$ cat config.mk
export PLATFORM = sky130hd
export DESIGN_NAME = rotation_error_angle
export DESIGN_NICKNAME = d
export VERILOG_FILES = /design/src/sv/rea_pkg.sv /design/src/sv/rotation_error_angle.sv /design/src/sv/rea_trace.sv /design/src/sv/rea_sqrt.sv /design/src/sv/rea_cordic.sv
export SDC_FILE = /design/constraint.sdc
export NUM_CORES = 2
export LEC_CHECK = 0
export BUFFER_PORTS_ARGS = -buffer_cell sky130_fd_sc_hd__buf_4
export CELL_PAD_IN_SITES_DETAIL_PLACEMENT = 1
export CELL_PAD_IN_SITES_GLOBAL_PLACEMENT = 1
export CORE_MARGIN = 4
export CORE_UTILIZATION = 45
export CTS_CLUSTER_DIAMETER = 150
export DETAILED_ROUTE_END_ITERATION = 12
export PLACE_DENSITY = 0.8
export SYNTH_ARGS = -nofsm -noshare
export SYNTH_HDL_FRONTEND = slang
export SYNTH_SLANG_ARGS = --single-unit
$ cat constraint.sdc
create_clock -name clk_i -period 14.1 [get_ports clk_i]
set_input_delay 0 -clock clk_i [delete_from_list [all_inputs] [get_ports clk_i]]
set_output_delay 0 -clock clk_i [all_outputs]
set_load 0.05 [all_outputs]
$ cat src/sv/rea_pkg.sv
`timescale 1ns / 1ps

package rea_pkg;

  // fixed field and datapath widths
  localparam int unsigned ENTRY_W    = 16;
  localparam int unsigned ANGLE_W    = 16;
  localparam int unsigned ACC_W      = 36;
  localparam int unsigned UNIT_W     = 31;  // unsigned Q30, holds 1.0
  localparam int unsigned SQ_W       = 62;
  localparam int unsigned XY_W       = 34;
  localparam int unsigned Z_W        = 33;
  localparam int unsigned ATAN_W     = 30;
  localparam int unsigned STEP_CNT_W = 6;   // covers up to 64 rotation steps
  localparam int unsigned ROOT_K_W   = 5;

  localparam logic [Z_W-1:0]     DEG90     = Z_W'(64'd90 << 24);
  localparam logic [Z_W-1:0]     DEG180    = Z_W'(64'd180 << 24);
  localparam logic [ANGLE_W-1:0] ANGLE_MAX = ANGLE_W'(46080);

  typedef struct packed {
    logic signed [ENTRY_W-1:0] est_entry;
    logic signed [ENTRY_W-1:0] ref_entry;
    logic                      last_pair;
  } in_t;

  typedef struct packed {
    logic [ANGLE_W-1:0] angle_deg;
    logic               cos_clamped;
  } out_t;

  typedef struct packed {
    logic beat;     // input beat accepted, multiply it
    logic capture;  // take the finished trace and clear it
  } trace_ctl_t;

  typedef enum logic [2:0] {
    ST_IDLE,
    ST_ACCUM,
    ST_PREP,
    ST_LAUNCH,
    ST_ROOT,
    ST_ROTATE,
    ST_EMIT
  } state_e;

  // atan(2^-i) in units of 2^-24 degree
  function automatic logic [ATAN_W-1:0] atan_deg(input logic [4:0] idx);
    logic [ATAN_W-1:0] v;
    case (idx)
      5'd0:    v = ATAN_W'(754974720);
      5'd1:    v = ATAN_W'(445687602);
      5'd2:    v = ATAN_W'(235489088);
      5'd3:    v = ATAN_W'(119537938);
      5'd4:    v = ATAN_W'(60000934);
      5'd5:    v = ATAN_W'(30029717);
      5'd6:    v = ATAN_W'(15018523);
      5'd7:    v = ATAN_W'(7509720);
      5'd8:    v = ATAN_W'(3754917);
      5'd9:    v = ATAN_W'(1877466);
      5'd10:   v = ATAN_W'(938734);
      5'd11:   v = ATAN_W'(469367);
      5'd12:   v = ATAN_W'(234684);
      5'd13:   v = ATAN_W'(117342);
      5'd14:   v = ATAN_W'(58671);
      5'd15:   v = ATAN_W'(29335);
      5'd16:   v = ATAN_W'(14668);
      5'd17:   v = ATAN_W'(7334);
      5'd18:   v = ATAN_W'(3667);
      5'd19:   v = ATAN_W'(1833);
      5'd20:   v = ATAN_W'(917);
      5'd21:   v = ATAN_W'(458);
      5'd22:   v = ATAN_W'(229);
      5'd23:   v = ATAN_W'(115);
      5'd24:   v = ATAN_W'(57);
      5'd25:   v = ATAN_W'(29);
      5'd26:   v = ATAN_W'(14);
      5'd27:   v = ATAN_W'(7);
      5'd28:   v = ATAN_W'(4);
      5'd29:   v = ATAN_W'(2);
      5'd30:   v = ATAN_W'(1);
      default: v = '0;
    endcase
    return v;
  endfunction

endpackage

$ cat src/sv/rotation_error_angle.sv
`timescale 1ns / 1ps

// channel | dir | handshake            | payload
// in      | in  | in_valid_i/in_stall_o | est_entry, ref_entry, last_pair
// out     | out | out_valid_o/out_stall_i | angle_deg, cos_clamped
//
// a beat without last_pair is taken every cycle while the block is idle and costs one multiply-add
// a beat with last_pair holds the input while the matrix is worked out: trace
// finish, 62-bit square, bit-pair square root, then one CORDIC step per cycle
// in the vectoring unit
// the result sits in an output register; a stalled result only delays the next
// matrix once its own angle is done
// reset clears the trace accumulator and all control state

module rotation_error_angle #(
  parameter int unsigned FRAC_BITS    = 14,
  parameter int unsigned CORDIC_STEPS = 16
) (
  input  logic          clk_i,
  input  logic          rst_ni,
  input  logic          in_valid_i,
  output logic          in_stall_o,
  input  rea_pkg::in_t  in_data_i,
  output logic          out_valid_o,
  input  logic          out_stall_i,
  output rea_pkg::out_t out_data_o
);
  import rea_pkg::*;

  state_e              state_q, state_d;
  trace_ctl_t          trace_ctl;
  logic                in_beat, out_free, sqrt_start, sqrt_done, rot_done;
  logic [UNIT_W-1:0]   cos_mag, sin_mag;
  logic                cos_neg, cos_clamped;
  logic [ANGLE_W-1:0]  angle;
  logic                out_valid_q;
  out_t                out_q;

  assign in_beat  = in_valid_i & ~in_stall_o;
  assign out_free = ~out_valid_q | ~out_stall_i;

  // next state
  always_comb begin
    state_d = state_q;
    case (state_q)
      ST_IDLE:   if (in_beat && in_data_i.last_pair) begin
        state_d = ST_ACCUM;
      end
      ST_ACCUM:  state_d = ST_PREP;
      ST_PREP:   state_d = ST_LAUNCH;
      ST_LAUNCH: state_d = ST_ROOT;
      ST_ROOT:   if (sqrt_done) begin
        state_d = ST_ROTATE;
      end
      ST_ROTATE: if (rot_done) begin
        state_d = ST_EMIT;
      end
      ST_EMIT:   if (out_free) begin
        state_d = ST_IDLE;
      end
      default:   state_d = ST_IDLE;
    endcase
  end

  // control outputs
  always_comb begin
    in_stall_o        = 1'b1;
    trace_ctl.capture = 1'b0;
    sqrt_start        = 1'b0;
    case (state_q)
      ST_IDLE:   in_stall_o = 1'b0;
      ST_PREP:   trace_ctl.capture = 1'b1;
      ST_LAUNCH: sqrt_start = 1'b1;
      default:   ;
    endcase
    trace_ctl.beat = in_beat;
  end

  always_ff @(posedge clk_i or negedge rst_ni) begin
    if (!rst_ni) begin
      state_q <= ST_IDLE;
    end else begin
      state_q <= state_d;
    end
  end

  rea_trace #(
    .FRAC_BITS (FRAC_BITS)
  ) u_trace (
    .clk_i     (clk_i),
    .rst_ni    (rst_ni),
    .ctl_i     (trace_ctl),
    .beat_i    (in_data_i),
    .mag_o     (cos_mag),
    .neg_o     (cos_neg),
    .clamped_o (cos_clamped)
  );

  rea_sqrt u_sqrt (
    .clk_i   (clk_i),
    .rst_ni  (rst_ni),
    .start_i (sqrt_start),
    .cos_i   (cos_mag),
    .done_o  (sqrt_done),
    .sin_o   (sin_mag)
  );

  rea_cordic #(
    .CORDIC_STEPS (CORDIC_STEPS)
  ) u_cordic (
    .clk_i   (clk_i),
    .rst_ni  (rst_ni),
    .start_i (sqrt_done),
    .x_i     (cos_mag),
    .y_i     (sin_mag),
    .neg_i   (cos_neg),
    .done_o  (rot_done),
    .angle_o (angle)
  );

  // output register
  always_ff @(posedge clk_i or negedge rst_ni) begin
    if (!rst_ni) begin
      out_valid_q <= 1'b0;
    end else if (state_q == ST_EMIT && out_free) begin
      out_valid_q <= 1'b1;
    end else if (!out_stall_i) begin
      out_valid_q <= 1'b0;
    end
  end

  always_ff @(posedge clk_i) begin
    if (state_q == ST_EMIT && out_free) begin
      out_q.angle_deg   <= angle;
      out_q.cos_clamped <= cos_clamped;
    end
  end

  assign out_valid_o = out_valid_q;
  assign out_data_o  = out_q;

endmodule

$ cat src/sv/rea_trace.sv
`timescale 1ns / 1ps

module rea_trace #(
  parameter int unsigned FRAC_BITS = 14
) (
  input  logic                     clk_i,
  input  logic                     rst_ni,
  input  rea_pkg::trace_ctl_t      ctl_i,
  input  rea_pkg::in_t             beat_i,
  output logic [rea_pkg::UNIT_W-1:0] mag_o,
  output logic                     neg_o,
  output logic                     clamped_o
);
  import rea_pkg::*;

  // width that holds trace - 1 and its saturation bound for any fraction count
  localparam int unsigned DW  = ((2 * FRAC_BITS + 3) > (ACC_W + 2)) ?
                                (2 * FRAC_BITS + 3) : (ACC_W + 2);
  localparam int unsigned SHL = (2 * FRAC_BITS + 1 <= 30) ? (29 - 2 * FRAC_BITS) : 0;
  localparam int unsigned SHR = (2 * FRAC_BITS + 1 <= 30) ? 0 : (2 * FRAC_BITS - 29);
  localparam logic [DW-1:0] ONE2 = DW'(1) << (2 * FRAC_BITS);
  localparam logic [DW-1:0] LIM  = DW'(1) << (2 * FRAC_BITS + 1);
  localparam logic [DW-1:0] UNIT = DW'(1) << 30;

  logic signed [2*ENTRY_W-1:0] prod_q;
  logic                        prod_vld_q;
  logic signed [ACC_W-1:0]     acc_q, acc_d;
  logic signed [DW-1:0]        acc_x, diff, diff_c;
  logic [DW-1:0]               mag, mag_s;
  logic                        over_hi, over_lo;
  logic [UNIT_W-1:0]           mag_q;
  logic                        neg_q, clamped_q;

  // product stage, one multiply per beat
  always_ff @(posedge clk_i or negedge rst_ni) begin
    if (!rst_ni) begin
      prod_vld_q <= 1'b0;
    end else begin
      prod_vld_q <= ctl_i.beat;
    end
  end

  always_ff @(posedge clk_i) begin
    if (ctl_i.beat) begin
      prod_q <= beat_i.est_entry * beat_i.ref_entry;
    end
  end

  // trace accumulator, wraps modulo 2^36
  always_comb begin
    acc_d = acc_q;
    if (ctl_i.capture) begin
      acc_d = '0;
    end else if (prod_vld_q) begin
      acc_d = acc_q + ACC_W'(prod_q);
    end
  end

  always_ff @(posedge clk_i or negedge rst_ni) begin
    if (!rst_ni) begin
      acc_q <= '0;
    end else begin
      acc_q <= acc_d;
    end
  end

  // cosine with one extra fraction bit, saturated, then magnitude in Q30
  always_comb begin
    acc_x   = DW'(acc_q);
    diff    = acc_x - $signed(ONE2);
    over_hi = diff > $signed(LIM);
    over_lo = diff < -$signed(LIM);
    diff_c  = diff;
    if (over_hi) begin
      diff_c = $signed(LIM);
    end else if (over_lo) begin
      diff_c = -$signed(LIM);
    end
    mag   = diff_c[DW-1] ? DW'(-diff_c) : DW'(diff_c);
    mag_s = (mag << SHL) >> SHR;
    if (mag_s > UNIT) begin
      mag_s = UNIT;
    end
  end

  always_ff @(posedge clk_i) begin
    if (ctl_i.capture) begin
      mag_q     <= mag_s[UNIT_W-1:0];
      neg_q     <= diff_c[DW-1];
      clamped_q <= over_hi | over_lo;
    end
  end

  assign mag_o     = mag_q;
  assign neg_o     = neg_q;
  assign clamped_o = clamped_q;

endmodule

$ cat src/sv/rea_sqrt.sv
`timescale 1ns / 1ps

module rea_sqrt (
  input  logic                       clk_i,
  input  logic                       rst_ni,
  input  logic                       start_i,
  input  logic [rea_pkg::UNIT_W-1:0] cos_i,
  output logic                       done_o,
  output logic [rea_pkg::UNIT_W-1:0] sin_o
);
  import rea_pkg::*;

  localparam logic [SQ_W-1:0] ONE_SQ = SQ_W'(1) << 60;

  logic [SQ_W-1:0]     sq_q;
  logic                load_q, run_q, done_q;
  logic [ROOT_K_W-1:0] k_q;
  logic [SQ_W-1:0]     rem_q, rem_d, root_q, root_d;
  logic [SQ_W-1:0]     bitv, cand;

  // one radicand bit pair a cycle, restoring square root
  always_comb begin
    bitv   = SQ_W'(1) << {k_q, 1'b0};
    cand   = root_q + bitv;
    rem_d  = rem_q;
    root_d = root_q >> 1;
    if (rem_q >= cand) begin
      rem_d  = rem_q - cand;
      root_d = (root_q >> 1) + bitv;
    end
  end

  // sequencing: square, load 1 - c^2, then 31 root steps
  always_ff @(posedge clk_i or negedge rst_ni) begin
    if (!rst_ni) begin
      load_q <= 1'b0;
      run_q  <= 1'b0;
      done_q <= 1'b0;
      k_q    <= '0;
    end else begin
      load_q <= start_i;
      done_q <= 1'b0;
      if (load_q) begin
        run_q <= 1'b1;
        k_q   <= ROOT_K_W'(30);
      end else if (run_q) begin
        k_q <= k_q - 1'b1;
        if (k_q == '0) begin
          run_q  <= 1'b0;
          done_q <= 1'b1;
        end
      end
    end
  end

  always_ff @(posedge clk_i) begin
    if (start_i) begin
      sq_q <= SQ_W'(cos_i) * SQ_W'(cos_i);
    end
    if (load_q) begin
      rem_q  <= ONE_SQ - sq_q;
      root_q <= '0;
    end else if (run_q) begin
      rem_q  <= rem_d;
      root_q <= root_d;
    end
  end

  assign done_o = done_q;
  assign sin_o  = root_q[UNIT_W-1:0];

endmodule

$ cat src/sv/rea_cordic.sv
`timescale 1ns / 1ps

module rea_cordic #(
  parameter int unsigned CORDIC_STEPS = 16
) (
  input  logic                        clk_i,
  input  logic                        rst_ni,
  input  logic                        start_i,
  input  logic [rea_pkg::UNIT_W-1:0]  x_i,
  input  logic [rea_pkg::UNIT_W-1:0]  y_i,
  input  logic                        neg_i,
  output logic                        done_o,
  output logic [rea_pkg::ANGLE_W-1:0] angle_o
);
  import rea_pkg::*;

  localparam logic [STEP_CNT_W-1:0] LAST_STEP = STEP_CNT_W'(CORDIC_STEPS - 1);

  logic signed [XY_W-1:0]  x_q, y_q, xs, ys;
  logic signed [Z_W-1:0]   z_q, atan_s;
  logic [STEP_CNT_W-1:0]   cnt_q;
  logic                    run_q, done_q;
  logic [Z_W-1:0]          z_c;
  logic [Z_W-1:0]          ang;
  logic [Z_W-1:0]          rnd;
  logic [Z_W-17:0]         ang_r;

  assign xs     = x_q >>> cnt_q[4:0];
  assign ys     = y_q >>> cnt_q[4:0];
  assign atan_s = $signed(Z_W'(atan_deg(cnt_q[4:0])));

  // step counter
  always_ff @(posedge clk_i or negedge rst_ni) begin
    if (!rst_ni) begin
      run_q  <= 1'b0;
      done_q <= 1'b0;
      cnt_q  <= '0;
    end else begin
      done_q <= 1'b0;
      if (start_i) begin
        run_q <= 1'b1;
        cnt_q <= '0;
      end else if (run_q) begin
        cnt_q <= cnt_q + 1'b1;
        if (cnt_q == LAST_STEP) begin
          run_q  <= 1'b0;
          done_q <= 1'b1;
        end
      end
    end
  end

  // vectoring rotation, drives y toward zero
  always_ff @(posedge clk_i) begin
    if (start_i) begin
      x_q <= XY_W'(x_i);
      y_q <= XY_W'(y_i);
      z_q <= '0;
    end else if (run_q) begin
      if (y_q > 0) begin
        x_q <= x_q + ys;
        y_q <= y_q - xs;
        z_q <= z_q + atan_s;
      end else begin
        x_q <= x_q - ys;
        y_q <= y_q + xs;
        z_q <= z_q - atan_s;
      end
    end
  end

  // clamp to a quarter turn, mirror for negative cosine, round to Q8.8
  always_comb begin
    if (z_q[Z_W-1]) begin
      z_c = '0;
    end else if (z_q > $signed(DEG90)) begin
      z_c = DEG90;
    end else begin
      z_c = z_q;
    end
    ang   = neg_i ? (DEG180 - z_c) : z_c;
    rnd   = ang + Z_W'(1 << 15);
    ang_r = rnd[Z_W-1:16];
    if (ang_r > (Z_W-16)'(ANGLE_MAX)) begin
      angle_o = ANGLE_MAX;
    end else begin
      angle_o = ang_r[ANGLE_W-1:0];
    end
  end

  assign done_o = done_q;

endmodule

### Word-level counts from Yosys, hierarchy flattened

Memories as Yosys holds them, arrays and structs flattened.
Index checks and enable logic that the tools add are counted.

| word-level totals | value |
|---|---|
| bits in registers | 426 |
| memory bits (read-only) | 960 |
| memories | 1 |
| output and inout bits | 19 |
| bits of input ports | 37 |

| operators by class | value |
|---|---|
| shift-type cells | 3 |
| $add $sub $neg | 17 |
| $lt $le $gt $ge | 7 |
| bitwise gates (word level) | 5 |
| mux-type cells | 45 |
| reduce and logical (&&, ||, !) cells | 10 |
| multipliers | 2 |
| equality and inequality tests | 12 |

Memories:

| name | depth | bits a word | rd ports | clocked after Yosys merged registers in | write ports | line | text |
|---|---|---|---|---|---|---|---|
| (no name shown) | 32 | 30 | 1 | 0 | 0 | rea_pkg.sv:50 | `case (idx)` |

Operators by type and width:

| operator | count |
|---|---|
| 62-bit 2-to-1 mux | 4 |
| 31-bit 2-to-1 mux | 4 |
| 33-bit 2-to-1 mux | 3 |
| 38-bit by 31-bit > comparator with 1-bit output, second input constant | 2 |
| 38-bit 2-to-1 mux | 2 |
| 36-bit 2-to-1 mux | 2 |
| 34-bit adder | 2 |
| 34-bit 2-to-1 mux | 2 |
| 34-bit by 5-bit >>> shifter with 34-bit output | 2 |
| 34-bit subtractor | 2 |
| 61-bit by 62-bit adder with 62-bit output | 1 |
| 62-bit adder | 1 |
| 62-bit greater-or-equal comparator | 1 |
| 31-bit by 31-bit multiplier with 62-bit output | 1 |
| 1-bit by 6-bit << shifter with 62-bit output, first input constant | 1 |
| 61-bit by 62-bit subtractor with 62-bit output, first input constant | 1 |
| 62-bit subtractor | 1 |
| 38-bit by 30-bit < comparator with 1-bit output, second input constant | 1 |
| 37-bit 2-to-1 mux | 1 |
| 37-bit negation | 1 |
| 36-bit by 30-bit subtractor with 37-bit output, second input constant | 1 |
| 36-bit by 32-bit adder with 36-bit output | 1 |
| 34-bit by 1-bit > comparator with 1-bit output, second input constant | 1 |
| 33-bit by 16-bit adder with 33-bit output, second input constant | 1 |
| 29 further kinds | 62 |

### Depth between registers and ports, before layout

| depth | value |
|---|---|
| word-level depth | 7 |
| depth in mapped cells | 33 |
| mapped depth without buffers | 31 |

### Cells and area by module

A second synthesis with hierarchy kept.

| unflattened totals | value |
|---|---|
| cells, all modules | 9122 |
| area total of the unflattened synthesis | 79571.3 um^2 |

Modules (own cells, without submodules):

| module | area an instance (um^2) | cells an instance | instances | sequential area each (um^2) |
|---|---|---|---|---|
| rea_sqrt | 43750.7 | 4941 | 1 | 5134.9 |
| rea_cordic | 18156.2 | 2297 | 1 | 2842.7 |
| rea_trace | 16911.2 | 1841 | 1 | 2847.7 |
| rotation_error_angle | 753.2 | 43 | 1 | 610.6 |

### Worst setup path after synthesis

Ideal clock, no wire load.

| timing | value |
|---|---|
| kind | register -> register |
| start | register u_trace.mag_q[17], in the netlist u_trace.mag_o[17] |
| end | register u_sqrt.sq_q[61], data pin |
| buffers on the path | 2 |
| path slack | 5.508 ns |
| arrival | 8.332 ns |
| clock period less this slack | 8.592 ns |
| stages on the path, launching flop included | 30 |
| path through | edfxtp_1 > clkbuf_1 > clkbuf_1 > nand2_1 > fa_1 > inv_1 > fa_1 > inv_1 > fa_1 > fa_1 > inv_1 > fa_1 > fa_1 > fa_1 > inv_1 > fa_1 > inv_1 > ha_1 > a21o_1 > a21o_1 > a2111oi_0 > o41ai_1 > a2111o_1 > a41oi_1 > o31ai_1 > o311ai_1 > a21oi_1 > a2111oi_0 > a21oi_1 > xnor2_1 |

| on the way | value |
|---|---|
| word-level cells in the longest chain between the ends | 1 |

RTL lines:

| item | line | text |
|---|---|---|
| start, declared | rea_trace.sv:31 | `logic [UNIT_W-1:0] mag_q;` |
| start signal, assigned | rea_trace.sv:88 | `mag_q <= mag_s[UNIT_W-1:0];` |
| 31-bit by 31-bit multiplier with 62-bit output | rea_sqrt.sv:58 | `sq_q <= SQ_W'(cos_i) * SQ_W'(cos_i);` |
| end signal, assigned | rea_sqrt.sv:58 |  |
| end, declared | rea_sqrt.sv:15 | `logic [SQ_W-1:0] sq_q;` |

Every way passes these cells.
A chain may end at the register's enable or synchronous reset.

### Worst setup path after layout

| timing | value |
|---|---|
| start | register u_trace.mag_q[4], in the netlist u_trace.mag_o[4] |
| end | register u_sqrt.sq_q[61], data pin |

Same word-level chain as after synthesis.

==> impl_metrics.json <==
{
  "cts_sinks": 422,
  "cts-root-buf": "clkbuf_16",
  "end_kind": "flip-flop",
  "wl_per_cell_um": 21.8,
  "area_delta_synth_final_pct": 5.85,
  "worstPathArrival_ps": 10240,
  "rsz0062_at_grt": "no",
  "numCtsBuffers": 61,
  "drv_slew": 0,
  "p_leak_uw": 0.0374,
  "grt_pass1_wl_um": 368000,
  "wl_met1_um": 99200,
  "synth_fp_nets": 10100,
  "layout.nets": 9964,
  "ys_top_cells_by_count": "1331 x inv_1, 964 x fa_1, 768 x nand2_1",
  "core_area_mm2": 0.166,
  "netlist_instances": 8490,
  "ys_seq_area_frac": 0.151,
  "tightest_slew_ps": 1270,
  "crit_path_frequent_cell": "fa_1",
  "cts-htree-levels": 2,
  "critical-path-slowest-cell": "a2111oi_0",
  "top_layer": "met5",
  "ys_types": 110,
  "p_switching_uw": 3260,
  "drt_first_pass_iters": 5,
  "vdd_drop_max_mv": 0.360,
  "synth_edf_count": 264,
  "gp_congestion": 0.912,
  "seqPwrFrac": 0.209,
  "clk_pin_slew_ps": 60,
  "worst_slack_ps": 4290,
  "dr_wl_met2_um": 112000,
  "utilization": 0.482,
  "grt.total_usage": 0.261,
  "routed_via_density": 5.83,
  "internal-power_uw": 4510,
  "yosysWarningCount": 0,
  "wl_met3_um": 11500,
  "grt_overflow": 0,
  "swShare": 0.420,
  "drt_wl_total_um": 230000,
  "fin_crit_sh": 0.696,
  "start_util": 0.455,
  "power_frac_comb": 0.579,
  "drcViolationCount": 0,
  "vias": 61500,
  "syn_area_per_cell_um2": 8.88,
  "synth_top_area_cell": "fa_1",
  "post-synth-top-count-cell": "inv_1",
  "outcome": "complete, no violations",
  "ys_ff_latch": 422,
  "tritoncts": "built",
  "cts_setup_buffers": 0,
  "clkLatencyLatePin_ps": 700,
  "hold_viol_final": 0,
  "synth_area_mm2": 0.0754,
  "clkPwrFrac": 0.212,
  "fin_skew_ps": 40.7,
  "drive_above_1_share": 0.0535,
  "fp.dieH_um": 417,
  "antenna_found_initial": 2,
  "min_path_type": "primary input to async pin",
  "slew_headroom": 0.152,
  "timing.hold.ws_ps": 114,
  "cp-start-kind": "flip-flop",
  "cp.required_ps": 14530,
  "drtAntennaViolNets": 0,
  "setup-tns-final_ps": 0,
  "setup_viol": 0,
  "die_w_um": 417,
  "max_freq_ghz": 0.102,
  "netlist.area_leader.share": 0.256,
  "fin_cells": 10600,
  "grt_max_degree": 109,
  "cap_violations": 0,
  "cp_max_fo": 25,
  "cellPowerDensity_mw_per_mm2": 97.4,
  "drtIter0Drc": 4551,
  "dp_cells": 10400,
  "place.port_buffers": 55,
  "critical_path.top_delay_family": "adder cells",
  "grt_pass1_vias": 67100,
  "clockBufferDepth": 3,
  "max_stage_delay_ps": 640,
  "post-place-ws_ps": 4430,
  "io_pins": 56,
  "finalCriticalPeriod_ps": 9810,
  "dieArea_mm2": 0.174,
  "worstSetupPathType": "flip-flop to flip-flop",
  "synth_ff_type": "edfxtp_1",
  "rows": 149,
  "synth_async_sr_flop_share": 0.135,
  "path_buf_inv": 6,
  "synth_top_cells_by_area": "fa_1 26%, ha_1 11%, edfxtp_1 11%",
  "dp_hpwl_um": 180000
}
## sequential cells by signal, summed over array words and instances (netlist names), 3 cells and up
register,cells
u_sqrt.rem_q,62
u_sqrt.root_q,62
u_sqrt.sq_q,59
u_trace.acc_q,36
u_cordic.x_q,34
u_cordic.y_q,34
u_cordic.z_q,33
u_trace.prod_q,32
u_trace.mag_o,30
out_data_o,17
u_cordic.cnt_q,6
u_sqrt.k_q,5
state_q,3
## cells by family after synthesis
kind of cell    synth area share
simple gates               0.155
buf+inv                   0.0861
fa+ha+maj                  0.363
compound gates             0.137
xor+xnor                  0.0605
flops                      0.151
mux                       0.0476
## final cells by class
| type | instances | area (um2) |
|---|---|---|
| fillers | 19200 | 85900 |
| multi-input cells | 6367 | 57600 |
| flip-flops and latches | 422 | 11400 |
| inverters | 1339 | 5030 |
| well taps | 2189 | 2740 |
| clock buffers | 76 | 1630 |
| repair buffers | 125 | 961 |
| clock inverters | 40 | 479 |
| diodes | 1 | 2.50 |
## worst reg2reg max path: cells and delay by family, from the launching register on
kind | cells | cell delay [ps]
AOI/OAI and AO/OA | 11 | 3310
xor gates and xnor gates | 1 | 170
adders and majority gates | 9 | 4400
buffers and inverters | 6 | 1040
DFF | 1 | 320
and+or+nand+nor | 1 | 380
## through the flow
stage               area (um2)  total power, uW
CTS                      79800             7860
detailed placement       77600             6160
global route             79800             8470
global placement         77600             5830
floorplan                75400             5120
finish                   79800             7770
## what timing repair did
action,in CTS,in global routing
gates resized for setup,0,0
hold buffers,9,0
endpoints found under the hold margin,113,0
## placed cells by master, fill, tap and decap left out, types with 94 or more instances in the layout
cell / n
nor2_1: 574
a21o_1: 169
fa_1: 964
nand2_1: 767
xor2_1: 199
nand3_1: 105
mux4_2: 98
nor3_1: 131
and2_1: 324
mux2i_1: 94
ha_1: 647
dfxtp_1: 101
xnor2_1: 322
o21ai_0: 372
inv_1: 1329
buf_4: 116
edfxtp_1: 264
a21oi_1: 412
## layer usage
layer  up-vias  track usage
met4         2       0.0788
met1     31600        0.350
met5         -            0
met3       411       0.0288
li1      27900            -
met2      1618        0.446
## power groups by stage
stage / clock network (uW) / registers (uW) / logic, uW
floorplan: 0 / 1610 / 3510
global route: 1730 / 1630 / 5110
CTS: 1690 / 1630 / 4550
finish: 1650 / 1630 / 4500
global placement: 0 / 1650 / 4180
detailed placement: 0 / 1650 / 4510
## worst paths after layout
check,from,endpoint,slack (ps),depth (start not counted)
worst max-delay path,u_trace.mag_o[4],u_sqrt.sq_q[61],4290,28
worst min-delay path,rst_ni,state_q[1],110,3
worst max register to register,u_trace.mag_o[4],u_sqrt.sq_q[61],4290,28
worst min register to register,u_cordic.z_q[3],u_cordic.z_q[3],520,2
max in group asynchronous,rst_ni,u_trace.prod_vld_q,12720,3
min in group clk_i,in_data_i[19],u_trace.prod_q[2],120,4
(Power assumes the default switching activity.)
